$ cat src/design/hpt_pkg.sv
// Shared types and constants for the homogeneous point transform.
// No dependencies; every other file of the block refers to it by scoped names.
`default_nettype none

package hpt_pkg;

    localparam int FRAC_BITS_DEF   = 16;
    localparam int COORD_WIDTH_DEF = 32;

    localparam int FIELD_W     = 32;
    localparam int ENTRY_W     = 32;
    localparam int MAT_ENTRIES = 16;
    localparam int CFG_W       = 64;
    localparam int NUM_CFG     = 8;
    localparam int CFG_IDX_W   = 4;
    localparam int QUEUE_DEPTH = 4;

    // How the back end forms the final coordinates of an item.
    localparam logic [1:0] MODE_PASS = 2'd0;
    localparam logic [1:0] MODE_ZERO = 2'd1;
    localparam logic [1:0] MODE_DIV  = 2'd2;

    typedef logic [MAT_ENTRIES-1:0][ENTRY_W-1:0] mat_t;

    typedef struct packed {
        logic signed [FIELD_W-1:0] coord_x;
        logic signed [FIELD_W-1:0] coord_y;
        logic signed [FIELD_W-1:0] coord_z;
        logic                      is_point;
    } item_t;

endpackage

`default_nettype wire

$ cat src/design/hpt_coord_if.sv
// Input channel of the point transform: valid/ready with one coordinate.
// Depends on hpt_pkg for the field width.
`default_nettype none

interface hpt_coord_if;
    logic                              valid;
    logic                              ready;
    logic signed [hpt_pkg::FIELD_W-1:0] coord_x;
    logic signed [hpt_pkg::FIELD_W-1:0] coord_y;
    logic signed [hpt_pkg::FIELD_W-1:0] coord_z;
    logic                              is_point;

    modport source (output valid, coord_x, coord_y, coord_z, is_point, input ready);
    modport sink   (input valid, coord_x, coord_y, coord_z, is_point, output ready);
endinterface

`default_nettype wire

$ cat src/design/hpt_front.sv
// Front end: takes coordinate transactions and narrows them to the working width.
// Depends on hpt_pkg and hpt_coord_if.
`default_nettype none

module hpt_front #(
    parameter int COORD_WIDTH = hpt_pkg::COORD_WIDTH_DEF
) (
    input  wire logic          clk,
    input  wire logic          rst_n,
    hpt_coord_if.sink          coord_ch,
    output hpt_pkg::item_t     item,
    output logic               item_valid,
    input  wire logic          item_ready
);

    logic           valid_reg;
    logic           valid_next;
    hpt_pkg::item_t item_reg;
    hpt_pkg::item_t item_next;
    logic           take;

    assign coord_ch.ready = !valid_reg || item_ready;
    assign take           = coord_ch.valid && coord_ch.ready;
    assign valid_next     = take || (valid_reg && !item_ready);

    // Only the low COORD_WIDTH bits of each coordinate count; they are sign-extended.
    always_comb
    begin
        item_next.coord_x  = hpt_pkg::FIELD_W'($signed(coord_ch.coord_x[COORD_WIDTH-1:0]));
        item_next.coord_y  = hpt_pkg::FIELD_W'($signed(coord_ch.coord_y[COORD_WIDTH-1:0]));
        item_next.coord_z  = hpt_pkg::FIELD_W'($signed(coord_ch.coord_z[COORD_WIDTH-1:0]));
        item_next.is_point = coord_ch.is_point;
    end

    always_ff @(posedge clk or negedge rst_n)
    begin
        if (!rst_n)
        begin
            valid_reg <= 1'b0;
        end
        else
        begin
            valid_reg <= valid_next;
        end
    end

    always_ff @(posedge clk)
    begin
        if (take)
        begin
            item_reg <= item_next;
        end
    end

    assign item       = item_reg;
    assign item_valid = valid_reg;

endmodule

`default_nettype wire

$ cat src/flat_wrapper.sv
// flat-port wrapper written by rule: the top's interface ports become plain ports
module hpt_front_flat 
#(
    parameter int COORD_WIDTH = hpt_pkg::COORD_WIDTH_DEF
)
  (clk, rst_n, item, item_valid, item_ready, coord_ch_valid, coord_ch_coord_x, coord_ch_coord_y, coord_ch_coord_z, coord_ch_is_point, coord_ch_ready);
  hpt_coord_if coord_ch_i ();
  input  wire logic clk;
  input  wire logic rst_n;
  output hpt_pkg::item_t item;
  output logic item_valid;
  input  wire logic item_ready;
  input wire logic [$bits(coord_ch_i.valid)-1:0] coord_ch_valid;
  input wire logic [$bits(coord_ch_i.coord_x)-1:0] coord_ch_coord_x;
  input wire logic [$bits(coord_ch_i.coord_y)-1:0] coord_ch_coord_y;
  input wire logic [$bits(coord_ch_i.coord_z)-1:0] coord_ch_coord_z;
  input wire logic [$bits(coord_ch_i.is_point)-1:0] coord_ch_is_point;
  output wire logic [$bits(coord_ch_i.ready)-1:0] coord_ch_ready;
  assign coord_ch_i.valid = coord_ch_valid;
  assign coord_ch_i.coord_x = coord_ch_coord_x;
  assign coord_ch_i.coord_y = coord_ch_coord_y;
  assign coord_ch_i.coord_z = coord_ch_coord_z;
  assign coord_ch_i.is_point = coord_ch_is_point;
  assign coord_ch_ready = coord_ch_i.ready;
  hpt_front #(.COORD_WIDTH(COORD_WIDTH)) u_core (.clk(clk), .rst_n(rst_n), .coord_ch(coord_ch_i), .item(item), .item_valid(item_valid), .item_ready(item_ready));
endmodule
$ cat config.mk
export PLATFORM = sky130hd
export DESIGN_NAME = hpt_front_flat
export DESIGN_NICKNAME = d
export VERILOG_FILES = /design/src/design/hpt_pkg.sv /design/src/design/hpt_coord_if.sv /design/src/design/hpt_front.sv /design/src/flat_wrapper.sv
export SDC_FILE = /design/constraint.sdc
export NUM_CORES = 1
export LEC_CHECK = 0
export BUFFER_PORTS_ARGS = -buffer_cell sky130_fd_sc_hd__buf_2
export CORE_UTILIZATION = 37
export CTS_CLUSTER_DIAMETER = 200
export CTS_CLUSTER_SIZE = 10
export DETAILED_ROUTE_END_ITERATION = 7
export PLACE_DENSITY_LB_ADDON = 0.25
export REMOVE_ABC_BUFFERS = 1
export SYNTH_ARGS = -nofsm -noshare
export SYNTH_HDL_FRONTEND = slang
export SYNTH_SLANG_ARGS = --single-unit
$ cat constraint.sdc
create_clock -name clk -period 1.5 [get_ports clk]
set_input_delay 0.3 -clock clk [delete_from_list [all_inputs] [get_ports clk]]
set_output_delay 0.3 -clock clk [all_outputs]
set_load 0.005 [all_outputs]
==> metrics <==
status finished, final reports clean; RSZ-0062 raised after global routing no; fin nets 417; Max rail drop VDD 0.4755 mV; Hold Path Stages 1; Placement Setup Slack 0.1517 ns; P_leak 1.839 nW; Worst setup SP type flop; Synth Area in Adders 0; core area 7727 um^2; Max Cap Violations 0; Slew @ Worst Pin 0.1974 ns; maximum clock path buffer count 2; grt ovf 0; DRT Pass-1 Iters 4; Total GRT Usage 0.1423; P_sw 1.020 mW; Seq/Total Area, Yosys 0.9903; Power Density 1160 nW/um^2; CP required 1.54 ns; Synth Area in Compound Gates 0; commonest non-fill, non-tap cells in the layout buf_2, edfxtp_1, clkbuf_8; setup violators final 0; DR WL met3 792 um; share of layout cells above drive strength 1 0.6760; Logic pwr share 0.076; metal1 wirelength 2263 um; commonest non-fill, non-tap cell in the layout buf_2; clk_lat worst skew 0.34 ns; vias per cell 4.191; CTS Sinks 98; minimum clock period 1.312 ns; Post-Syn Area 2967 um^2; simple logic cell fraction of the synthesized area 0.009701; Starting Density 0.3839; Internal 3.987 mW; htree depth 3; DRC 0; die area 8380 um^2; Worst-path clk slew 0.09 ns; reg2reg end u_core.item[73]$_DFFE_PP_; Setup TNS 0 ns; combinational family with the most area after synthesis simple AND/OR/NAND/NOR gates; Die Y 91.54 um; Syn. warnings 0; Top Metal Used met4; Antenna Cells 0; vias in the first global route 1765; largest net degree at the start of global routing 38; first-pass GRT wire length 8659 um; WHS 0.1258 ns; register-to-register setup slack 0.19 ns; post-detailed-route count of antenna-violating nets 0; Fmax 762.1 MHz; setup ws final 0.1878 ns; Rel. slew slack 0.8684; Die Wd 91.54 um; CTS tree yes; CTS root buf clkbuf_8; total clock buffers created by CTS 9; Setup Buffers After CTS 0; Seq pwr share 0.643; Routed WL per cell 13.92 um; Yosys cell types 5; DR WL met2 2731 um; mux contribution to synthesized area 0; # IOs 200; Synth Instances 101; max-slew violations 0; Setup CP Type reg2reg; Layout Skew 0.005459 ns; reg2reg start u_core.item_valid$_DFF_PN0_; crit path DAT 1.35 ns; number of flip-flops in the largest register 97; Critical Path Fanout Max 35; DR iter-0 viols 53; CP endpoint kind flop; Worst Hold Endpoint u_core.item[15]$_DFFE_PP_; port bufs 199; hold path start coord_ch_coord_z[14]; number of synthesized register bits 98; Hold Crit Class in2reg; # rows 32; Mean Syn Cell Area 29.37 um^2; Area Growth Syn to Fin 45.55%; drt total wl 5887 um; gpl congestion 0.7002; sw frac 0.2037; Power Total 5.007 mW; Reg2Reg Depth 3; dpl hpwl 4536 um; initial antenna violation count 0; final hold vios 0; via count 1773; Clk network pwr share 0.281; Post-Synth XOR/XNOR Area 0; Final Cycle Share 0.8748
worst max-delay path by stage:
| stage | from | endpoint | slack (ns) | cells past startpoint |
|---|---|---|---|---|
| after floorplan | u_core.item_valid$_DFF_PN0_ | u_core.item[0]$_DFFE_PP_ | -0.14 | 2 |
| after global placement | item_ready | u_core.item[47]$_DFFE_PP_ | 0.18 | 4 |
| after detailed placement | item_ready | u_core.item[30]$_DFFE_PP_ | 0.15 | 4 |
| after CTS | u_core.item_valid$_DFF_PN0_ | u_core.item[73]$_DFFE_PP_ | 0.17 | 3 |
| after global routing | u_core.item_valid$_DFF_PN0_ | u_core.item[16]$_DFFE_PP_ | 0.13 | 3 |
| final | u_core.item_valid$_DFF_PN0_ | u_core.item[73]$_DFFE_PP_ | 0.19 | 3 |
layer usage:
metal,global-route usage,vias to the layer above
li1,-,836
met1,0.1586,789
met2,0.2274,139
met3,0.06784,9
met4,0.07143,0
met5,0,-
cell type report:
cell class / instances / area [um^2]
sequential: 98 / 2938
timing repair buffer: 204 / 1061
multi-input combinational: 3 / 28.78
tap: 102 / 127.6
fill: 652 / 3410
clock inverter: 5 / 31.28
clock buffer: 11 / 131.4
critical path, stage by stage (launching register included):
cell and delay [ns]:
dfrtp_1 0.41, nand2b_4 0.08, and2_4 0.25, buf_12 0.23
per-stage QoR:
step	util	std cells	cell area [um^2]
final	0.5588	423	4318
after global routing	0.5588	423	4318
after CTS	0.5588	423	4318
after detailed placement	0.5364	406	4145
after global placement	0.5364	406	4145
after floorplan	-	101	2967
power groups by stage:
stage	clock network (mW)	registers, mW	logic, mW
4_1_cts	1.46	3.22	0.391
2_1_floorplan	0	3.31	0.0551
6_report	1.40	3.22	0.382
3_5_place_dp	0	3.28	0.389
5_1_grt	1.55	3.24	0.418
3_3_place_gp	0	3.28	0.382
cells by family (layout without fill, tap and decap cells):
family / count (synthesis) / in the layout
simple gates: 3 / 3
buf+inv: 0 / 220
flops: 98 / 98
Yosys cell counts:
master    count  area share
and2_4        1      0.0030
dfrtp_1       1      0.0084
nand2b_4      1      0.0046
nand2b_1      1      0.0021
edfxtp_1     97        0.98
what timing repair did:
| item | in CTS | in global routing |
|---|---|---|
| endpoints found under the setup margin | 0 | 0 |
| endpoints found under the hold margin | 1 | 0 |
| gates resized for setup | 0 | 0 |
| hold buffers | 1 | 0 |
No activity file was read; power rests on OpenSTA's default activity.
