File: src/design/hpt_pkg.sv
// Shared types and constants for the homogeneous point transform.
// No dependencies; every other file of the block refers to it by scoped names.
`default_nettype none

package hpt_pkg;

    localparam int FRAC_BITS_DEF   = 16;
    localparam int COORD_WIDTH_DEF = 32;

    localparam int FIELD_W     = 32;
    localparam int ENTRY_W     = 32;
    localparam int MAT_ENTRIES = 16;
    localparam int CFG_W       = 64;
    localparam int NUM_CFG     = 8;
    localparam int CFG_IDX_W   = 4;
    localparam int QUEUE_DEPTH = 4;

    // How the back end forms the final coordinates of an item.
    localparam logic [1:0] MODE_PASS = 2'd0;
    localparam logic [1:0] MODE_ZERO = 2'd1;
    localparam logic [1:0] MODE_DIV  = 2'd2;

    typedef logic [MAT_ENTRIES-1:0][ENTRY_W-1:0] mat_t;

    typedef struct packed {
        logic signed [FIELD_W-1:0] coord_x;
        logic signed [FIELD_W-1:0] coord_y;
        logic signed [FIELD_W-1:0] coord_z;
        logic                      is_point;
    } item_t;

endpackage

`default_nettype wire

File: src/design/hpt_queue.sv
// Short queue between the front end and the arithmetic back end.
// Depends on hpt_pkg for the item type and the depth.
`default_nettype none

module hpt_queue (
    input  wire logic           clk,
    input  wire logic           rst_n,
    input  wire hpt_pkg::item_t push_item,
    input  wire logic           push_valid,
    output logic                push_ready,
    output hpt_pkg::item_t      pop_item,
    output logic                pop_valid,
    input  wire logic           pop_ready
);

    localparam int DEPTH = hpt_pkg::QUEUE_DEPTH;
    localparam int PTR_W = $clog2(DEPTH);
    localparam int CNT_W = $clog2(DEPTH + 1);

    hpt_pkg::item_t   mem [DEPTH];
    logic [PTR_W-1:0] wr_ptr_reg;
    logic [PTR_W-1:0] wr_ptr_next;
    logic [PTR_W-1:0] rd_ptr_reg;
    logic [PTR_W-1:0] rd_ptr_next;
    logic [CNT_W-1:0] count_reg;
    logic [CNT_W-1:0] count_next;
    logic             push;
    logic             pop;

    assign push_ready = count_reg != CNT_W'(DEPTH);
    assign pop_valid  = count_reg != '0;
    assign push       = push_valid && push_ready;
    assign pop        = pop_valid && pop_ready;
    assign pop_item   = mem[rd_ptr_reg];

    always_comb
    begin
        wr_ptr_next = push ? PTR_W'(wr_ptr_reg + 1'b1) : wr_ptr_reg;
        rd_ptr_next = pop  ? PTR_W'(rd_ptr_reg + 1'b1) : rd_ptr_reg;
        count_next  = count_reg;
        if (push && !pop)
        begin
            count_next = CNT_W'(count_reg + 1'b1);
        end
        else if (pop && !push)
        begin
            count_next = CNT_W'(count_reg - 1'b1);
        end
    end

    always_ff @(posedge clk or negedge rst_n)
    begin
        if (!rst_n)
        begin
            wr_ptr_reg <= '0;
            rd_ptr_reg <= '0;
            count_reg  <= '0;
        end
        else
        begin
            wr_ptr_reg <= wr_ptr_next;
            rd_ptr_reg <= rd_ptr_next;
            count_reg  <= count_next;
        end
    end

    always_ff @(posedge clk)
    begin
        if (push)
        begin
            mem[wr_ptr_reg] <= push_item;
        end
    end

endmodule

`default_nettype wire

File: config.mk
export PLATFORM = sky130hd
export DESIGN_NAME = hpt_queue
export DESIGN_NICKNAME = d
export VERILOG_FILES = /design/src/design/hpt_pkg.sv /design/src/design/hpt_queue.sv
export SDC_FILE = /design/constraint.sdc
export NUM_CORES = 1
export LEC_CHECK = 0
export ABC_AREA = 0
export BUFFER_PORTS_ARGS = -buffer_cell sky130_fd_sc_hd__buf_2
export CORE_AREA = 2 2 151 183
export CTS_CLUSTER_SIZE = 24
export DETAILED_ROUTE_END_ITERATION = 12
export DIE_AREA = 0 0 153 185
export GPL_TIMING_DRIVEN = 0
export PLACE_DENSITY = 0.76
export SLEW_MARGIN = 20
export SYNTH_ARGS = -nofsm -noshare
export SYNTH_HDL_FRONTEND = slang
export SYNTH_SLANG_ARGS = --single-unit
File: constraint.sdc
create_clock -name clk -period 5.7 [get_ports clk]
set_input_delay 1.14 -clock clk [delete_from_list [all_inputs] [get_ports clk]]
set_output_delay 1.14 -clock clk [all_outputs]
set_load 0.02 [all_outputs]
==> flow_results.xml <==
<?xml version="1.0" encoding="UTF-8"?>
<metrics>
  <group name="synth">
    <metric name="postSynthCellCount" unit="">542</metric>
    <metric name="ys_seq_elements" unit="">395</metric>
    <metric name="synthesis.area" unit="µm²">14400</metric>
    <metric name="postSynth.topFlopCell" unit="">sky130_fd_sc_hd__edfxtp_1</metric>
    <metric name="synth_edf_count" unit="">388</metric>
    <metric name="synth-async-reset-ratio" unit="%">1.77</metric>
    <metric name="netlist.area_leader.share" unit="%">81.0</metric>
    <metric name="ys_seq_area_share" unit="%">82.2</metric>
    <metric name="ys_top_cells_by_count" unit="">sky130_fd_sc_hd__edfxtp_1, sky130_fd_sc_hd__mux4_2, sky130_fd_sc_hd__buf_2</metric>
    <metric name="synth_cell_types" unit="">21</metric>
    <metric name="netlist.top_cell.by_area" unit="">sky130_fd_sc_hd__edfxtp_1</metric>
    <metric name="synth.yosys.warnings" unit="">0</metric>
    <metric name="syn-num-nets" unit="">649</metric>
    <metric name="mapped_avg_cell_area" unit="µm²">26.5</metric>
    <metric name="synth_area_leaders" unit="">sky130_fd_sc_hd__edfxtp_1, sky130_fd_sc_hd__mux4_2, sky130_fd_sc_hd__dfrtp_1</metric>
    <metric name="synth.most_common_cell" unit="">sky130_fd_sc_hd__edfxtp_1</metric>
  </group>
  <group name="timing">
    <metric name="finalHoldViolCount" unit="">0</metric>
    <metric name="fin_setup_tns" unit="ns">0</metric>
    <metric name="clock.fmax" unit="MHz">290</metric>
    <metric name="timing.final.ws_setup" unit="ns">2.26</metric>
    <metric name="finClkSkew" unit="ns">0.0133</metric>
    <metric name="grt_setup_unrepaired" unit="">no</metric>
    <metric name="actual_slew_at_the_worst_max_slew_pin" unit="ns">0.753</metric>
    <metric name="finalWorstPathRequiredPeriod" unit="ns">3.44</metric>
    <metric name="setup_viol" unit="">0</metric>
    <metric name="slew_violations" unit="">0</metric>
    <metric name="period_share" unit="%">60.4</metric>
    <metric name="worst_relative_slew_slack" unit="%">49.8</metric>
  </group>
  <group name="routing">
    <metric name="vias" unit="">6467</metric>
    <metric name="ant_nets" unit="">0</metric>
    <metric name="drt-pass1-iter-count" unit="">6</metric>
    <metric name="drt_wl_total" unit="µm">26200</metric>
    <metric name="vias_per_cell" unit="">5.58</metric>
    <metric name="post-route-drc-count" unit="">0</metric>
    <metric name="drtIter0Drc" unit="">396</metric>
    <metric name="routed_length_per_placed_instance" unit="µm">22.6</metric>
  </group>
  <group name="global_route">
    <metric name="number_of_global_route_vias_before_repair" unit="">7001</metric>
    <metric name="grt_max_degree" unit="">48</metric>
    <metric name="initial_antenna_violation_count" unit="">6</metric>
    <metric name="grt_pass1_wl" unit="µm">39500</metric>
    <metric name="track_usage" unit="%">18.5</metric>
    <metric name="gr-total-overflow" unit="">0</metric>
  </group>
  <group name="die">
    <metric name="die_width" unit="µm">153</metric>
    <metric name="io_pins" unit="">200</metric>
    <metric name="placeableCoreArea" unit="µm²">26700</metric>
    <metric name="initial_utilization" unit="%">53.9</metric>
    <metric name="fp.dieArea" unit="µm²">28300</metric>
    <metric name="rows" unit="">66</metric>
    <metric name="die_h" unit="µm">185</metric>
  </group>
  <group name="placed_design">
    <metric name="dp_worst_setup_slack" unit="ns">2.57</metric>
    <metric name="place_hpwl" unit="µm">16900</metric>
    <metric name="place_inst" unit="">1089</metric>
    <metric name="gp_congestion" unit="">0.733</metric>
    <metric name="buffer_ports.inserted" unit="">199</metric>
  </group>
  <group name="critical_path">
    <metric name="cp_data_required_time" unit="ns">4.56</metric>
    <metric name="worst-path-max-fanout" unit="">10</metric>
    <metric name="cp-end-kind" unit="">output pin</metric>
    <metric name="start_kind" unit="">flip-flop</metric>
    <metric name="timing_worst_setup_path_type" unit="">reg -&gt; out</metric>
    <metric name="cp.arrival" unit="ns">2.30</metric>
  </group>
  <group name="clock_tree">
    <metric name="cts-htree-levels" unit="">2</metric>
    <metric name="tritoncts" unit="">done</metric>
    <metric name="clk_root_buffer_cell" unit="">sky130_fd_sc_hd__clkbuf_16</metric>
    <metric name="cts_made_buffers" unit="">38</metric>
    <metric name="clock_insertion_delay_worst_skew" unit="ns">0.52</metric>
    <metric name="cts_num_sinks" unit="">395</metric>
    <metric name="cts_post_setup_buffers_inserted" unit="">0</metric>
    <metric name="hold_buffers" unit="">0</metric>
    <metric name="clk_pin_slew" unit="ns">0.05</metric>
    <metric name="clock_path_buffers" unit="">3</metric>
    <metric name="ctsResizeCount" unit="">0</metric>
  </group>
  <group name="status">
    <metric name="outcome" unit="">completed</metric>
  </group>
  <group name="power_and_ir_drop">
    <metric name="power.density" unit="nW/µm²">545</metric>
    <metric name="power.ir.vdd_worst" unit="mV">0.405</metric>
    <metric name="total_leakage_power" unit="nW">5.89</metric>
  </group>
  <group name="cells_and_area">
    <metric name="layout.filler_cells" unit="">1734</metric>
    <metric name="post_route_cells_drive_above_1_share" unit="%">46.0</metric>
    <metric name="largest_register_ffs" unit="">388</metric>
    <metric name="layoutNonFillerInstCount" unit="">1158</metric>
    <metric name="final_nets" unit="">896</metric>
    <metric name="area_growth" unit="%">19.5</metric>
  </group>
  <group name="hold_path">
    <metric name="timing.hold.worst.class" unit="">in -&gt; async</metric>
  </group>
  <group name="run">
    <metric name="maxCapViolCount" unit="">0</metric>
  </group>
</metrics>
[metrics by stage]
step / area (µm²) / utilization (%) / power (W) / hold slack (ns)
floorplan: 14400 / - / 0.00612 / 0.493
global placement: 15800 / 59.2 / 0.00705 / 0.513
detailed placement: 16000 / 60.0 / 0.00715 / 0.550
CTS: 17200 / 64.4 / 0.00952 / 0.439
global route: 17200 / 64.4 / 0.00980 / 0.441
finish: 17200 / 64.4 / 0.00937 / 0.462
[path summary, 6_finish.rpt]
path | startpoint | end | slack, ns | depth (start not counted)
max in group asynchronous | rst_n | wr_ptr_reg[1] | 5.08 | 1
min reg2reg | count_reg[2] | count_reg[2] | 0.55 | 1
min | rst_n | count_reg[0] | 0.46 | 1
max | rd_ptr_reg[1] | pop_item[27] | 2.26 | 4
max reg2reg | count_reg[0] | mem[2][55] | 3.30 | 5
min in group clk | count_reg[2] | count_reg[2] | 0.55 | 1
[worst max-delay path: stages, from the launching register on]
cell and delay (ns):
sky130_fd_sc_hd__dfrtp_1 0.32, sky130_fd_sc_hd__buf_2 0.25, sky130_fd_sc_hd__clkbuf_1 0.61, sky130_fd_sc_hd__mux4_2 0.43
sky130_fd_sc_hd__buf_2 0.18
[per-layer routing]
metal	wire [µm]	share of wire, %	global-route usage (%)
met5	11	0.042	0
met3	1570	6.0	4.59
met2	14000	54	32.9
met4	801	3.1	7.04
met1	9770	37	22.0
[report_power, final]
group	total [W]	internal [W]	leakage, nW	switching [W]
Combinational	0.00306	0.00125	1.68	0.00180
Sequential	0.00397	0.00383	3.64	0.000132
Clock	0.00235	0.00139	0.573	0.000959
[cells by family after synthesis]
logic type | share of synthesized area, %
compound gates | 0.0783
flops | 82.2
buf+inv | 1.03
xor+xnor | 0.365
fa+ha+maj | 0.574
simple gates | 0.357
mux | 15.3
[placed cells by master (no fill, tap or decap)]
| cell type | count |
|---|---|
| sky130_fd_sc_hd__dfrtp_1 | 7 |
| sky130_fd_sc_hd__buf_6 | 1 |
| sky130_fd_sc_hd__or3_1 | 1 |
| sky130_fd_sc_hd__buf_8 | 1 |
| sky130_fd_sc_hd__bufinv_16 | 2 |
| sky130_fd_sc_hd__nor2_1 | 2 |
| sky130_fd_sc_hd__mux4_2 | 97 |
| sky130_fd_sc_hd__buf_4 | 1 |
| sky130_fd_sc_hd__xnor2_1 | 4 |
| sky130_fd_sc_hd__clkbuf_16 | 41 |
| sky130_fd_sc_hd__nand3_1 | 1 |
| sky130_fd_sc_hd__diode_2 | 5 |
| sky130_fd_sc_hd__clkbuf_1 | 15 |
| sky130_fd_sc_hd__clkinv_1 | 8 |
| sky130_fd_sc_hd__fa_1 | 1 |
| sky130_fd_sc_hd__ha_1 | 5 |
| sky130_fd_sc_hd__mux2_2 | 2 |
| sky130_fd_sc_hd__and2_4 | 4 |
| sky130_fd_sc_hd__edfxtp_1 | 388 |
| sky130_fd_sc_hd__xor2_1 | 2 |
| sky130_fd_sc_hd__a21boi_2 | 1 |
| sky130_fd_sc_hd__buf_12 | 5 |
| sky130_fd_sc_hd__buf_2 | 211 |
| sky130_fd_sc_hd__buf_16 | 4 |
| sky130_fd_sc_hd__clkinv_2 | 3 |
| sky130_fd_sc_hd__nand2_1 | 2 |
| sky130_fd_sc_hd__inv_6 | 1 |
| sky130_fd_sc_hd__inv_1 | 3 |
[cell type report]
class | instances | area [µm²] | share of cell area [%]
Inverter | 3 | 11.3 | 0.0655
Antenna cell | 5 | 12.5 | 0.0728
Clock buffer | 50 | 1060 | 6.17
Buffer | 22 | 136 | 0.794
Multi-Input combinational cell | 122 | 2410 | 14.1
Tap cell | 340 | 425 | 2.48
Timing Repair Buffer | 207 | 1190 | 6.90
Clock inverter | 14 | 114 | 0.662
Sequential cell | 395 | 11800 | 68.8
(Power assumes the default switching activity.)
